[config.mk]
export PLATFORM = sky130hd
export DESIGN_NAME = addressed_frame_receiver_top_flat
export DESIGN_NICKNAME = d
export VERILOG_FILES = /design/src/rtl/afr_pkg.sv /design/src/rtl/afr_if.sv /design/src/rtl/afr_cfg_regs.sv /design/src/rtl/addressed_frame_receiver_top.sv /design/src/flat_wrapper.sv
export SDC_FILE = /design/constraint.sdc
export NUM_CORES = 1
export LEC_CHECK = 0
export BUFFER_PORTS_ARGS = -buffer_cell sky130_fd_sc_hd__buf_4
export CAP_MARGIN = 30
export CORE_ASPECT_RATIO = 0.6
export CORE_UTILIZATION = 35
export CTS_BUF_LIST = sky130_fd_sc_hd__clkbuf_8
export CTS_CLUSTER_DIAMETER = 120
export DETAILED_ROUTE_END_ITERATION = 8
export PLACE_DENSITY = 0.59
export RECOVER_POWER = 50
export SLEW_MARGIN = 15
export SYNTH_ARGS = -nofsm -noshare
export SYNTH_HDL_FRONTEND = slang
export SYNTH_SLANG_ARGS = --single-unit
export TNS_END_PERCENT = 10
[constraint.sdc]
create_clock -name clk -period 3.9 [get_ports clk]
set_input_delay 0.78 -clock clk [delete_from_list [all_inputs] [get_ports clk]]
set_output_delay 0.78 -clock clk [all_outputs]
set_load 0.005 [all_outputs]
[src/rtl/afr_pkg.sv]
// Shared constants, codes and types of the addressed frame receiver.
package afr_pkg;

    localparam int COMMAND_SLOTS = 4;

    localparam int BYTE_W   = 8;
    localparam int KIND_W   = 2;
    localparam int CAUSE_W  = 2;
    localparam int CFG_IDX_W = 3;
    localparam int CFG_DATA_W = 8;
    localparam int WINDOW_DEPTH = 6;

    localparam logic [BYTE_W-1:0] SOH = 8'h01;
    localparam logic [BYTE_W-1:0] STX = 8'h02;
    localparam logic [BYTE_W-1:0] ETX = 8'h03;
    localparam logic [BYTE_W-1:0] EOT = 8'h04;

    // Configuration register indexes
    localparam logic [CFG_IDX_W-1:0] REG_OWN_STATION = 3'd0;
    localparam int                   REG_SLOT_BASE   = 1;

    typedef enum logic [KIND_W-1:0] {
        KIND_PAYLOAD = 2'd0,
        KIND_ACCEPT  = 2'd1,
        KIND_REJECT  = 2'd2
    } kind_t;

    typedef enum logic [CAUSE_W-1:0] {
        CAUSE_NONE     = 2'd0,
        CAUSE_NO_ETX   = 2'd1,
        CAUSE_CHECKSUM = 2'd2,
        CAUSE_NO_EOT   = 2'd3
    } cause_t;

    typedef struct packed {
        kind_t             kind;
        logic [BYTE_W-1:0] payload_byte;
        logic [BYTE_W-1:0] sender_station;
        logic [BYTE_W-1:0] command_code;
        logic [BYTE_W-1:0] payload_length;
        logic              dispatch;
        cause_t            reject_cause;
    } result_t;

endpackage

[src/rtl/afr_if.sv]
// Stream channels of the addressed frame receiver: received bytes and results.
interface afr_byte_if;
    logic       valid;
    logic       ready;
    logic [7:0] rx_byte;

    modport source (output valid, output rx_byte, input ready);
    modport sink   (input valid, input rx_byte, output ready);
endinterface

interface afr_result_if;
    logic       valid;
    logic       ready;
    logic [1:0] kind;
    logic [7:0] payload_byte;
    logic [7:0] sender_station;
    logic [7:0] command_code;
    logic [7:0] payload_length;
    logic       dispatch;
    logic [1:0] reject_cause;

    modport source (output valid, output kind, output payload_byte, output sender_station,
                    output command_code, output payload_length, output dispatch,
                    output reject_cause, input ready);
    modport sink   (input valid, input kind, input payload_byte, input sender_station,
                    input command_code, input payload_length, input dispatch,
                    input reject_cause, output ready);
endinterface

[src/rtl/afr_cfg_regs.sv]
// Configuration registers: own station address and command slots with slot match.
module afr_cfg_regs (
    input  logic                          clk,
    input  logic                          rst_n,
    input  logic                          cfg_we,
    input  logic [afr_pkg::CFG_IDX_W-1:0] cfg_index,
    input  logic [afr_pkg::CFG_DATA_W-1:0] cfg_wdata,
    input  logic [afr_pkg::BYTE_W-1:0]    command,
    output logic [afr_pkg::BYTE_W-1:0]    own_station,
    output logic                          slot_hit
);
    import afr_pkg::*;

    logic [BYTE_W-1:0] own_station_reg;
    logic [BYTE_W-1:0] slot_reg [COMMAND_SLOTS];

    always_ff @(posedge clk or negedge rst_n)
    begin
        if (!rst_n)
        begin
            own_station_reg <= '0;
            for (int i = 0; i < COMMAND_SLOTS; i++)
            begin
                slot_reg[i] <= '0;
            end
        end
        else if (cfg_we)
        begin
            // Indexes beyond the register list fall through and are dropped
            if (cfg_index == REG_OWN_STATION)
            begin
                own_station_reg <= cfg_wdata[BYTE_W-1:0];
            end
            for (int i = 0; i < COMMAND_SLOTS; i++)
            begin
                if (cfg_index == CFG_IDX_W'(REG_SLOT_BASE + i))
                begin
                    slot_reg[i] <= cfg_wdata[BYTE_W-1:0];
                end
            end
        end
    end

    always_comb
    begin
        slot_hit = 1'b0;
        for (int i = 0; i < COMMAND_SLOTS; i++)
        begin
            if (slot_reg[i] != '0 && slot_reg[i] == command)
            begin
                slot_hit = 1'b1;
            end
        end
    end

    assign own_station = own_station_reg;

`ifndef ASSERT_OFF
    a_empty_slot_never_hits: assert property (@(posedge clk) disable iff (!rst_n)
        command == '0 |-> !slot_hit)
        else $error("slot match reported for command zero");

    a_station_write_lands: assert property (@(posedge clk) disable iff (!rst_n)
        cfg_we && cfg_index == REG_OWN_STATION
        |=> own_station == $past(cfg_wdata[BYTE_W-1:0]))
        else $error("own station write did not land");

    a_stray_index_ignored: assert property (@(posedge clk) disable iff (!rst_n)
        cfg_we && cfg_index > CFG_IDX_W'(REG_SLOT_BASE + COMMAND_SLOTS - 1)
        |=> $stable(own_station))
        else $error("write to an unknown index changed the own station");
`endif

endmodule

[src/rtl/addressed_frame_receiver_top.sv]
// Top level of the addressed frame receiver: header hunt, frame sequencer, result register.
//
//   channel   | dir | payload                                              | transfer
//   ----------+-----+------------------------------------------------------+-----------------
//   in_ch     | in  | rx_byte                                              | valid & ready
//   out_ch    | out | kind, payload_byte, sender_station, command_code,    | valid & ready
//             |     | payload_length, dispatch, reject_cause               |
//   cfg port  | in  | cfg_index, cfg_wdata                                 | cfg_we
//
// One byte per cycle unless a held result stalls: each accepted byte updates the frame
// state and, when it causes a result, loads the result register, shown the next cycle.
// The critical path is the 4-byte checksum seed add on header match.
// Reset clears the header window, frame state and result valid; no clearing pass.
// A stalled result holds; a new byte is still taken in the cycle the result is taken.
module addressed_frame_receiver_top (
    input  logic                           clk,
    input  logic                           rst_n,
    afr_byte_if.sink                       in_ch,
    afr_result_if.source                   out_ch,
    input  logic                           cfg_we,
    input  logic [afr_pkg::CFG_IDX_W-1:0]  cfg_index,
    input  logic [afr_pkg::CFG_DATA_W-1:0] cfg_wdata
);
    import afr_pkg::*;

    typedef enum logic [2:0] {
        PH_HUNT     = 3'd0,
        PH_PAYLOAD  = 3'd1,
        PH_ETX      = 3'd2,
        PH_CHECKSUM = 3'd3,
        PH_EOT      = 3'd4
    } phase_t;

    phase_t            phase_reg, phase_next;
    logic [BYTE_W-1:0] window_reg [WINDOW_DEPTH];
    logic [BYTE_W-1:0] window_next [WINDOW_DEPTH];
    logic [BYTE_W-1:0] length_reg, length_next;
    logic [BYTE_W-1:0] count_reg, count_next;
    logic [BYTE_W-1:0] sender_reg, sender_next;
    logic [BYTE_W-1:0] command_reg, command_next;
    logic [BYTE_W-1:0] sum_reg, sum_next;

    logic              out_valid_reg, out_valid_next;
    result_t           out_reg, out_next;

    logic              in_accept;
    logic              emit;
    logic [BYTE_W-1:0] b;
    logic [BYTE_W-1:0] own_station;
    logic              slot_hit;
    logic [BYTE_W-1:0] count_inc;

    afr_cfg_regs u_cfg (
        .clk         (clk),
        .rst_n       (rst_n),
        .cfg_we      (cfg_we),
        .cfg_index   (cfg_index),
        .cfg_wdata   (cfg_wdata),
        .command     (command_reg),
        .own_station (own_station),
        .slot_hit    (slot_hit)
    );

    assign in_ch.ready = !out_valid_reg || out_ch.ready;
    assign in_accept   = in_ch.valid && in_ch.ready;
    assign b           = in_ch.rx_byte;
    assign count_inc   = count_reg + 8'd1;

    always_comb
    begin
        phase_next   = phase_reg;
        window_next  = window_reg;
        length_next  = length_reg;
        count_next   = count_reg;
        sender_next  = sender_reg;
        command_next = command_reg;
        sum_next     = sum_reg;
        emit         = 1'b0;

        out_next.kind           = KIND_PAYLOAD;
        out_next.payload_byte   = '0;
        out_next.sender_station = sender_reg;
        out_next.command_code   = command_reg;
        out_next.payload_length = length_reg;
        out_next.dispatch       = 1'b0;
        out_next.reject_cause   = CAUSE_NONE;

        case (phase_reg)
            PH_PAYLOAD:
            begin
                sum_next              = sum_reg + b;
                count_next            = count_inc;
                emit                  = 1'b1;
                out_next.payload_byte = b;
                if (count_inc == length_reg)
                begin
                    phase_next = PH_ETX;
                end
            end
            PH_ETX:
            begin
                if (b == ETX)
                begin
                    phase_next = PH_CHECKSUM;
                end
                else
                begin
                    emit                  = 1'b1;
                    out_next.kind         = KIND_REJECT;
                    out_next.reject_cause = CAUSE_NO_ETX;
                end
            end
            PH_CHECKSUM:
            begin
                if (b == sum_reg)
                begin
                    phase_next = PH_EOT;
                end
                else
                begin
                    emit                  = 1'b1;
                    out_next.kind         = KIND_REJECT;
                    out_next.reject_cause = CAUSE_CHECKSUM;
                end
            end
            PH_EOT:
            begin
                emit = 1'b1;
                if (b == EOT)
                begin
                    out_next.kind     = KIND_ACCEPT;
                    out_next.dispatch = slot_hit;
                end
                else
                begin
                    out_next.kind         = KIND_REJECT;
                    out_next.reject_cause = CAUSE_NO_EOT;
                end
            end
            default:
            begin
                // Shift the byte into the header window and look for a header
                for (int i = 0; i < WINDOW_DEPTH - 1; i++)
                begin
                    window_next[i] = window_reg[i+1];
                end
                window_next[WINDOW_DEPTH-1] = b;
                phase_next = PH_HUNT;
                if (window_reg[1] == SOH && b == STX && window_reg[2] == own_station)
                begin
                    sender_next  = window_reg[3];
                    command_next = window_reg[4];
                    length_next  = window_reg[5];
                    count_next   = '0;
                    sum_next     = window_reg[2] + window_reg[3]
                                 + window_reg[4] + window_reg[5];
                    phase_next   = (window_reg[5] == '0) ? PH_ETX : PH_PAYLOAD;
                end
            end
        endcase

        // The end of a frame, good or bad, drops the frame state
        if (phase_reg == PH_ETX || phase_reg == PH_CHECKSUM || phase_reg == PH_EOT)
        begin
            if (emit)
            begin
                phase_next   = PH_HUNT;
                length_next  = '0;
                count_next   = '0;
                sender_next  = '0;
                command_next = '0;
                sum_next     = '0;
            end
        end

        if (in_accept)
        begin
            out_valid_next = emit || (out_valid_reg && !out_ch.ready);
        end
        else
        begin
            out_valid_next = out_valid_reg && !out_ch.ready;
        end
    end

    always_ff @(posedge clk or negedge rst_n)
    begin
        if (!rst_n)
        begin
            phase_reg     <= PH_HUNT;
            length_reg    <= '0;
            count_reg     <= '0;
            sender_reg    <= '0;
            command_reg   <= '0;
            sum_reg       <= '0;
            out_valid_reg <= 1'b0;
            for (int i = 0; i < WINDOW_DEPTH; i++)
            begin
                window_reg[i] <= '0;
            end
        end
        else
        begin
            out_valid_reg <= out_valid_next;
            if (in_accept)
            begin
                phase_reg   <= phase_next;
                window_reg  <= window_next;
                length_reg  <= length_next;
                count_reg   <= count_next;
                sender_reg  <= sender_next;
                command_reg <= command_next;
                sum_reg     <= sum_next;
            end
        end
    end

    always_ff @(posedge clk)
    begin
        if (in_accept && emit)
        begin
            out_reg <= out_next;
        end
    end

    assign out_ch.valid          = out_valid_reg;
    assign out_ch.kind           = out_reg.kind;
    assign out_ch.payload_byte   = out_reg.payload_byte;
    assign out_ch.sender_station = out_reg.sender_station;
    assign out_ch.command_code   = out_reg.command_code;
    assign out_ch.payload_length = out_reg.payload_length;
    assign out_ch.dispatch       = out_reg.dispatch;
    assign out_ch.reject_cause   = out_reg.reject_cause;

`ifndef ASSERT_OFF
    a_payload_gives_result: assert property (@(posedge clk) disable iff (!rst_n)
        in_accept && phase_reg == PH_PAYLOAD
        |=> out_valid_reg && out_reg.kind == KIND_PAYLOAD)
        else $error("payload byte accepted without a payload result");

    a_cause_matches_kind: assert property (@(posedge clk) disable iff (!rst_n)
        out_valid_reg |-> ((out_reg.kind == KIND_REJECT) == (out_reg.reject_cause != CAUSE_NONE)))
        else $error("reject cause disagrees with result kind");

    a_dispatch_only_on_accept: assert property (@(posedge clk) disable iff (!rst_n)
        out_valid_reg && out_reg.dispatch |-> out_reg.kind == KIND_ACCEPT)
        else $error("dispatch flagged on a result that is not an accepted frame");

    a_count_below_length: assert property (@(posedge clk) disable iff (!rst_n)
        phase_reg == PH_PAYLOAD |-> count_reg < length_reg)
        else $error("payload count reached the frame length while still in payload");
`endif

endmodule
[src/flat_wrapper.sv]
// flat-port wrapper written by rule: the top's interface ports become plain ports
module addressed_frame_receiver_top_flat import afr_pkg::*;
  (clk, rst_n, cfg_we, cfg_index, cfg_wdata, in_ch_valid, in_ch_rx_byte, in_ch_ready, out_ch_valid, out_ch_kind, out_ch_payload_byte, out_ch_sender_station, out_ch_command_code, out_ch_payload_length, out_ch_dispatch, out_ch_reject_cause, out_ch_ready);
  afr_byte_if in_ch_i ();
  afr_result_if out_ch_i ();
  input  logic clk;
  input  logic rst_n;
  input  logic cfg_we;
  input  logic [afr_pkg::CFG_IDX_W-1:0] cfg_index;
  input  logic [afr_pkg::CFG_DATA_W-1:0] cfg_wdata;
  input wire logic [$bits(in_ch_i.valid)-1:0] in_ch_valid;
  input wire logic [$bits(in_ch_i.rx_byte)-1:0] in_ch_rx_byte;
  output wire logic [$bits(in_ch_i.ready)-1:0] in_ch_ready;
  output wire logic [$bits(out_ch_i.valid)-1:0] out_ch_valid;
  output wire logic [$bits(out_ch_i.kind)-1:0] out_ch_kind;
  output wire logic [$bits(out_ch_i.payload_byte)-1:0] out_ch_payload_byte;
  output wire logic [$bits(out_ch_i.sender_station)-1:0] out_ch_sender_station;
  output wire logic [$bits(out_ch_i.command_code)-1:0] out_ch_command_code;
  output wire logic [$bits(out_ch_i.payload_length)-1:0] out_ch_payload_length;
  output wire logic [$bits(out_ch_i.dispatch)-1:0] out_ch_dispatch;
  output wire logic [$bits(out_ch_i.reject_cause)-1:0] out_ch_reject_cause;
  input wire logic [$bits(out_ch_i.ready)-1:0] out_ch_ready;
  assign in_ch_i.valid = in_ch_valid;
  assign in_ch_i.rx_byte = in_ch_rx_byte;
  assign in_ch_ready = in_ch_i.ready;
  assign out_ch_valid = out_ch_i.valid;
  assign out_ch_kind = out_ch_i.kind;
  assign out_ch_payload_byte = out_ch_i.payload_byte;
  assign out_ch_sender_station = out_ch_i.sender_station;
  assign out_ch_command_code = out_ch_i.command_code;
  assign out_ch_payload_length = out_ch_i.payload_length;
  assign out_ch_dispatch = out_ch_i.dispatch;
  assign out_ch_reject_cause = out_ch_i.reject_cause;
  assign out_ch_i.ready = out_ch_ready;
  addressed_frame_receiver_top u_core (.clk(clk), .rst_n(rst_n), .in_ch(in_ch_i), .out_ch(out_ch_i), .cfg_we(cfg_we), .cfg_index(cfg_index), .cfg_wdata(cfg_wdata));
endmodule
---- After elaboration in Yosys (flattened, before gate mapping) ----
Index checks and enable logic that the tools add are counted.
storage, ports and cells
  word-level logic and storage cells ...... 123
  bits of input ports ..................... 24
  output and inout bits ................... 39
  flip-flop bits (word level) ............. 161
operators by class
  bitwise gates (word level) .............. 1
  reductions and logical operators ........ 31
  muxes and demuxes ....................... 43
  $add $sub $neg .......................... 5
  equality and inequality tests ........... 19
operators by type and width
  cell                 count
  $mux 8               18
  $eq 8x8->1           7
  $add 8x8->8          4
  $pmux 8 s2           2
  $reduce_bool 8->1    4
  $mux 3               6
  $eq 8x2->1 const B   2
  $reduce_and 2->1     7
  $eq 3x2->1 const B   4
  $pmux 2 s3           2
  $pmux 3 s4           1
  $mux 2               5
  $logic_and 1x1->1    9
  $add 8x1->8 const B  1
  $eq 8x1->1 const B   1
  $eq 8x3->1 const B   1
  $logic_not 8->1      1
  $mux 1               8
  $eq 3x1->1 const B   2
  $eq 3x3->1 const B   2
  $logic_or 1x1->1     4
  $reduce_or 4->1      1
  $logic_not 3->1      1
  $pmux 1 s3           1
  4 further kinds      5

---- Depth between registers and ports, before layout ----
  word-level depth ........................ 7
  depth in mapped cells ................... 12

---- By module ----
From an unflattened synthesis, not the netlist that was laid out.
second synthesis, totals
  cell total of the unflattened synthesis .. 670
  area total of the unflattened synthesis .. 8134.1 um^2
modules (own cells, without submodules)
  module                        area each (um^2)  cells an instance  times used
  addressed_frame_receiver_top  6133.4            527                1
  afr_cfg_regs                  2000.7            143                1

---- Least setup slack after synthesis ----
Ideal clock, no wire load.
  kind .................................... input to register
  from .................................... input port in_ch_rx_byte[5]
  to ...................................... register u_core.out_reg, in the netlist u_core.out_ch.command_code[0], enable pin
  library setup time ...................... 0.431 ns
  cell stages on the path ................. 6
  arrival ................................. 3.178 ns
  required time ........................... 3.469 ns
  path slack .............................. 0.291 ns
  path buffers ............................ 0
  cell sequence ........................... ha_1 nor4_2 nand3_1 a22oi_1 o22a_1 nor2_1
on the way
  word-level cells in the longest chain between the ends .. 4
  elaborated cells on any way between the ends .. 6
  classes of those cells .................. eq/ne: 2; mux: 3; reduce/logical: 1
RTL lines
  element                                          RTL line                                                                  source
  start: declaration                               flat_wrapper.sv:12                                                        input wire logic [$bits(in_ch_i.rx_byte)-1:0] in_ch_rx_byte;
  $eq 8x8->1 / $eq 8x2->1 (equally long branches)  addressed_frame_receiver_top.sv:115, addressed_frame_receiver_top.sv:102
  $mux 1 (on tied branches)                        addressed_frame_receiver_top.sv:115, addressed_frame_receiver_top.sv:102
  $pmux 1 s3 *                                     addressed_frame_receiver_top.sv:88                                        case (phase_reg)
  $logic_and 1x1->1 *                              addressed_frame_receiver_top.sv:220                                       if (in_accept && emit)
  end signal: assignment                           addressed_frame_receiver_top.sv:222                                       out_reg <= out_next;
  end: declaration                                 addressed_frame_receiver_top.sv:44                                        result_t out_reg, out_next;
Mark *: on every way between the ends. The rest lies on a longest branch, timed or not.
A chain may end at the register's enable or synchronous reset.

---- Worst setup path after layout ----
  from .................................... register u_core.window_reg[3] (netlist name)
  to ...................................... register u_core.sum_reg[6]
on the way
  word-level cells in the longest chain between the ends .. 5
RTL lines
  element                   RTL line                             source
  start: declaration        addressed_frame_receiver_top.sv:35   logic [BYTE_W-1:0] window_reg [WINDOW_DEPTH];
  start signal: assignment  addressed_frame_receiver_top.sv:208  window_reg <= window_next;
  $add 8x8->8 *             addressed_frame_receiver_top.sv:156  + window_reg[4] + window_reg[5];
  $mux 8 *                  addressed_frame_receiver_top.sv:149  if (window_reg[1] == SOH && b == STX && window_reg[2] == own_station)
  $pmux 8 s2 *              addressed_frame_receiver_top.sv:88
  $mux 8                    addressed_frame_receiver_top.sv:165  if (emit)
  $mux 8 *                  addressed_frame_receiver_top.sv:163  if (phase_reg == PH_ETX || phase_reg == PH_CHECKSUM || phase_reg == PH_EOT)
  end signal: assignment    addressed_frame_receiver_top.sv:213  sum_reg <= sum_next;
  end: declaration          addressed_frame_receiver_top.sv:41   logic [BYTE_W-1:0] sum_reg, sum_next;
Marks and branches as above.

==> run summary <==
STA
• **worst max-slew margin expressed relative to the limit** -104.0%
• **setup violators final** 0
• **setup repair after global routing missed its margin** no
• **period utilization** 92.01%
• **final number of max-transition violations** 54
• **setup TNS** 0 ns
• **final hold violation count** 0
• **Achievable Freq** 278.7 MHz
• **Period minus WS final** 3.588 ns
• **Worst Max-Slew Pin Slew** 3.060 ns
• **final hold slack** 0.4654 ns
• **final worst slack** 0.3118 ns
• **Max Clock Skew** 0.01325 ns

Clock network
• **hold buffer count at CTS** 0
• **Post-CTS Repair Setup Buffers** 0
• **Reg clk slew, reported paths** 0.09 ns
• **number of resized instances in the post-cts repair step** 0
• **Clk Latency, worst-skew pair** 0.47 ns
• **deepest level of the CTS H-tree** 4
• **CTS tree** yes
• **total clock buffers created by CTS** 17
• **CTS Buffer Depth** 2
• **number of clock sinks seen by CTS** 161
• **cell chosen for the clock root** sky130_fd_sc_hd__clkbuf_8

Floorplanning
• **row cnt** 42
• **floorplan die width** 197.7 um
• **floorplan core area** 22280 um2
• **overall die area** 23610 um2
• **Die Y-Extent** 119.4 um
• **io pins** 63
• **initial core utilization** 36.09%

Worst hold path
• **worst hold path class** reg2reg

Yosys
• **top post-synthesis cells by count** 124 x sky130_fd_sc_hd__dfrtp_1, 56 x sky130_fd_sc_hd__mux2_2, 48 x sky130_fd_sc_hd__nand2_1
• **number of synthesized register bits** 161
• **fraction of the mapped netlist area in adder cells** 6.068%
• **mean instance size in the synthesized netlist** 11.62 um2
• **xor and xnor area share after synthesis** 6.535%
• **number of synthesis warnings** 0
• **share of the yosys chip area belonging to registers** 52.40%
• **basic-gate share of the synthesized area counting and, or, nand and nor cells** 11.05%
• **count leader, synth** sky130_fd_sc_hd__dfrtp_1
• **Compound-Gate Fraction of Synth Area** 11.95%
• **number of enable-type register cells in the synthesized netlist** 37
• **Primary FF master, synth** sky130_fd_sc_hd__dfrtp_1
• **area share of the leading cell type in the synthesized netlist** 38.59%
• **Synthesized Nets** 746
• **FFs w/ async S/R, synth** 77.02%
• **combinational family with the most area after synthesis** compound AO/OA/AOI/OAI gates
• **largest area contributor in the synthesized netlist** sky130_fd_sc_hd__dfrtp_1
• **cell area after technology mapping** 8041 um2
• **post-synthesis cell type count** 64
• **ranking of synthesized cells by area** sky130_fd_sc_hd__dfrtp_1 39%, sky130_fd_sc_hd__edfxtp_1 14%, sky130_fd_sc_hd__mux2_2 7.8%
• **mux share of post-synthesis cell area** 8.340%
• **Syn Inst Count** 692

Pwr
• **design internal power** 2.874 mW
• **share of total power in the clock network** 27.4%
• **total power** 4.354 mW
• **Comb power frac** 25.3%
• **worst vdd rail ir drop** 0.2800 mV
• **PwrDens** 471.1 nW/um2
• **part of the power in registers** 47.3%
• **leakage power total** 3.963 nW
• **NetSw** 1.481 mW
• **fraction of power spent switching nets** 34.00%

Detailed routing
• **total length of routed met2 wires** 7184 um
• **Post-Route M1 WL** 11140 um
• **ANT nets after route** 0
• **Routed met3 length** 1479 um
• **Via Count** 5669
• **highest routed layer** met4
• **first-pass iteration count of the detailed router** 6
• **DRC violation count after routing** 0
• **routed wirelength normalized by instance count** 18.63 um
• **1st-iter DRT viols** 602
• **detailed-route wire length** 20040 um
• **average vias per placed instance** 5.269

Setup path
• **critical path startpoint category** flop
• **required time of the critical path** 4.27 ns
• **Arr. time, crit path** 3.96 ns
• **Setup CP Type** reg2reg
• **Critical Path Fanout Max** 4
• **endpoint type of the worst setup path** flop

Final layout
• **ratio of cells with drive above 1 in the final layout** 22.66%
• **Filler Cells Inserted** 2186
• **antenna diode instance count** 0
• **fin util** 41.48%
• **post-route cell area** 9243 um2
• **non-filler instance count after layout** 1076
• **Sequential Area** 4214 um2
• **count of nets after finishing** 809
• **area grow syn2layout** 14.94%
• **area used by multi-input combinational logic** 3540 um2
• **flip-flop count of the largest register, all copies and words added** 40

GRT
• **via count of the first global-routing pass** 5273
• **total routing resource utilization after global routing** 18.26%
• **largest net degree at the start of global routing** 72
• **antenna violations before repair** 0
• **global-route wire length before repair** 32110 um
• **overflow left after global routing** 0

Placement
• **I/O Buffers** 62
• **sum of net half-perimeters after detailed placement** 14820 um
• **last weighted congestion value of the routability-driven placer** 0.9037
• **Cells after DPL** 1044
• **worst setup timing slack at the placement stage** 0.3372 ns
• **standard cell area after detailed placement** 8899 um2

Status
• **run status** finished with violations
• **violated checks** capacitance limit, slew limit

Flow run
• **reported max-cap violation count** 1

[power by group through the flow]
| stage | clock network (mW) | logic [mW] | registers (mW) |
|---|---|---|---|
| 6_report | 1.19 | 1.10 | 2.06 |
| 5_1_grt | 1.28 | 1.22 | 2.08 |
| 4_1_cts | 1.22 | 1.09 | 2.06 |
| 3_5_place_dp | 0 | 1.07 | 2.09 |
| 3_3_place_gp | 0 | 1.07 | 2.09 |
| 2_1_floorplan | 0 | 0.750 | 2.03 |
[cells by family (layout without fill, tap and decap cells)]
logic type / Yosys count / after routing
and+or+nand+nor: 164 / 164
DFF: 161 / 161
AOI/OAI and AO/OA: 143 / 143
buffers and inverters: 74 / 150
xor gates and xnor gates: 60 / 60
muxes: 60 / 60
adders and majority gates: 30 / 30
[cell usage in the layout (no fill, tap or decap), types with 15 or more instances in the layout]
cell type,instances
sky130_fd_sc_hd__a21oi_1,24
sky130_fd_sc_hd__a22o_1,25
sky130_fd_sc_hd__buf_4,68
sky130_fd_sc_hd__clkbuf_8,19
sky130_fd_sc_hd__dfrtp_1,124
sky130_fd_sc_hd__edfxtp_1,37
sky130_fd_sc_hd__fa_1,15
sky130_fd_sc_hd__ha_1,15
sky130_fd_sc_hd__inv_1,42
sky130_fd_sc_hd__mux2_2,56
sky130_fd_sc_hd__nand2_1,47
sky130_fd_sc_hd__nor2_1,26
sky130_fd_sc_hd__nor3_1,16
sky130_fd_sc_hd__o21ai_0,42
sky130_fd_sc_hd__xnor2_1,29
sky130_fd_sc_hd__xor2_1,31
[worst max-delay path, stage by stage, from the launching register on]
cell and delay (ns):
sky130_fd_sc_hd__dfrtp_1 0.40, sky130_fd_sc_hd__inv_1 0.08, sky130_fd_sc_hd__fa_1 0.57, sky130_fd_sc_hd__fa_1 0.51, sky130_fd_sc_hd__inv_1 0.05, sky130_fd_sc_hd__ha_1 0.32
sky130_fd_sc_hd__o21ai_0 0.17, sky130_fd_sc_hd__nor2_1 0.08, sky130_fd_sc_hd__or4b_2 0.60, sky130_fd_sc_hd__and4_1 0.21, sky130_fd_sc_hd__o31a_1 0.24, sky130_fd_sc_hd__o31ai_1 0.27
[area by class of cell]
class	count	area share, %
clock buffers	19	2.829
clock inverters	13	1.205
inverters	42	1.706
multi-input cells	457	38.30
flip-flops and latches	161	45.59
well taps	308	4.169
repair buffers	76	6.200
[worst paths after layout]
check	endpoint	startpoint	depth (start not counted)	slack, ns
max	u_core.sum_reg[6]	u_core.window_reg[3]	11	0.31
min	u_core.out_ch.sender_station[4]	u_core.sender_reg[4]	0	0.47
max reg2reg	u_core.sum_reg[6]	u_core.window_reg[3]	11	0.31
min reg2reg	u_core.out_ch.sender_station[4]	u_core.sender_reg[4]	0	0.47
max in group asynchronous	u_core.sum_reg[3]	rst_n	1	0.87
min in group asynchronous	u_core.command_reg[7]	rst_n	1	1.31
[layer usage]
metal / up-vias / track usage, %
li1: 2604 / -
met5: - / 0
met1: 2834 / 31.21
met4: 0 / 5.620
met2: 210 / 21.37
met3: 21 / 4.022
Note: power is estimated with default switching activity, not from simulation.
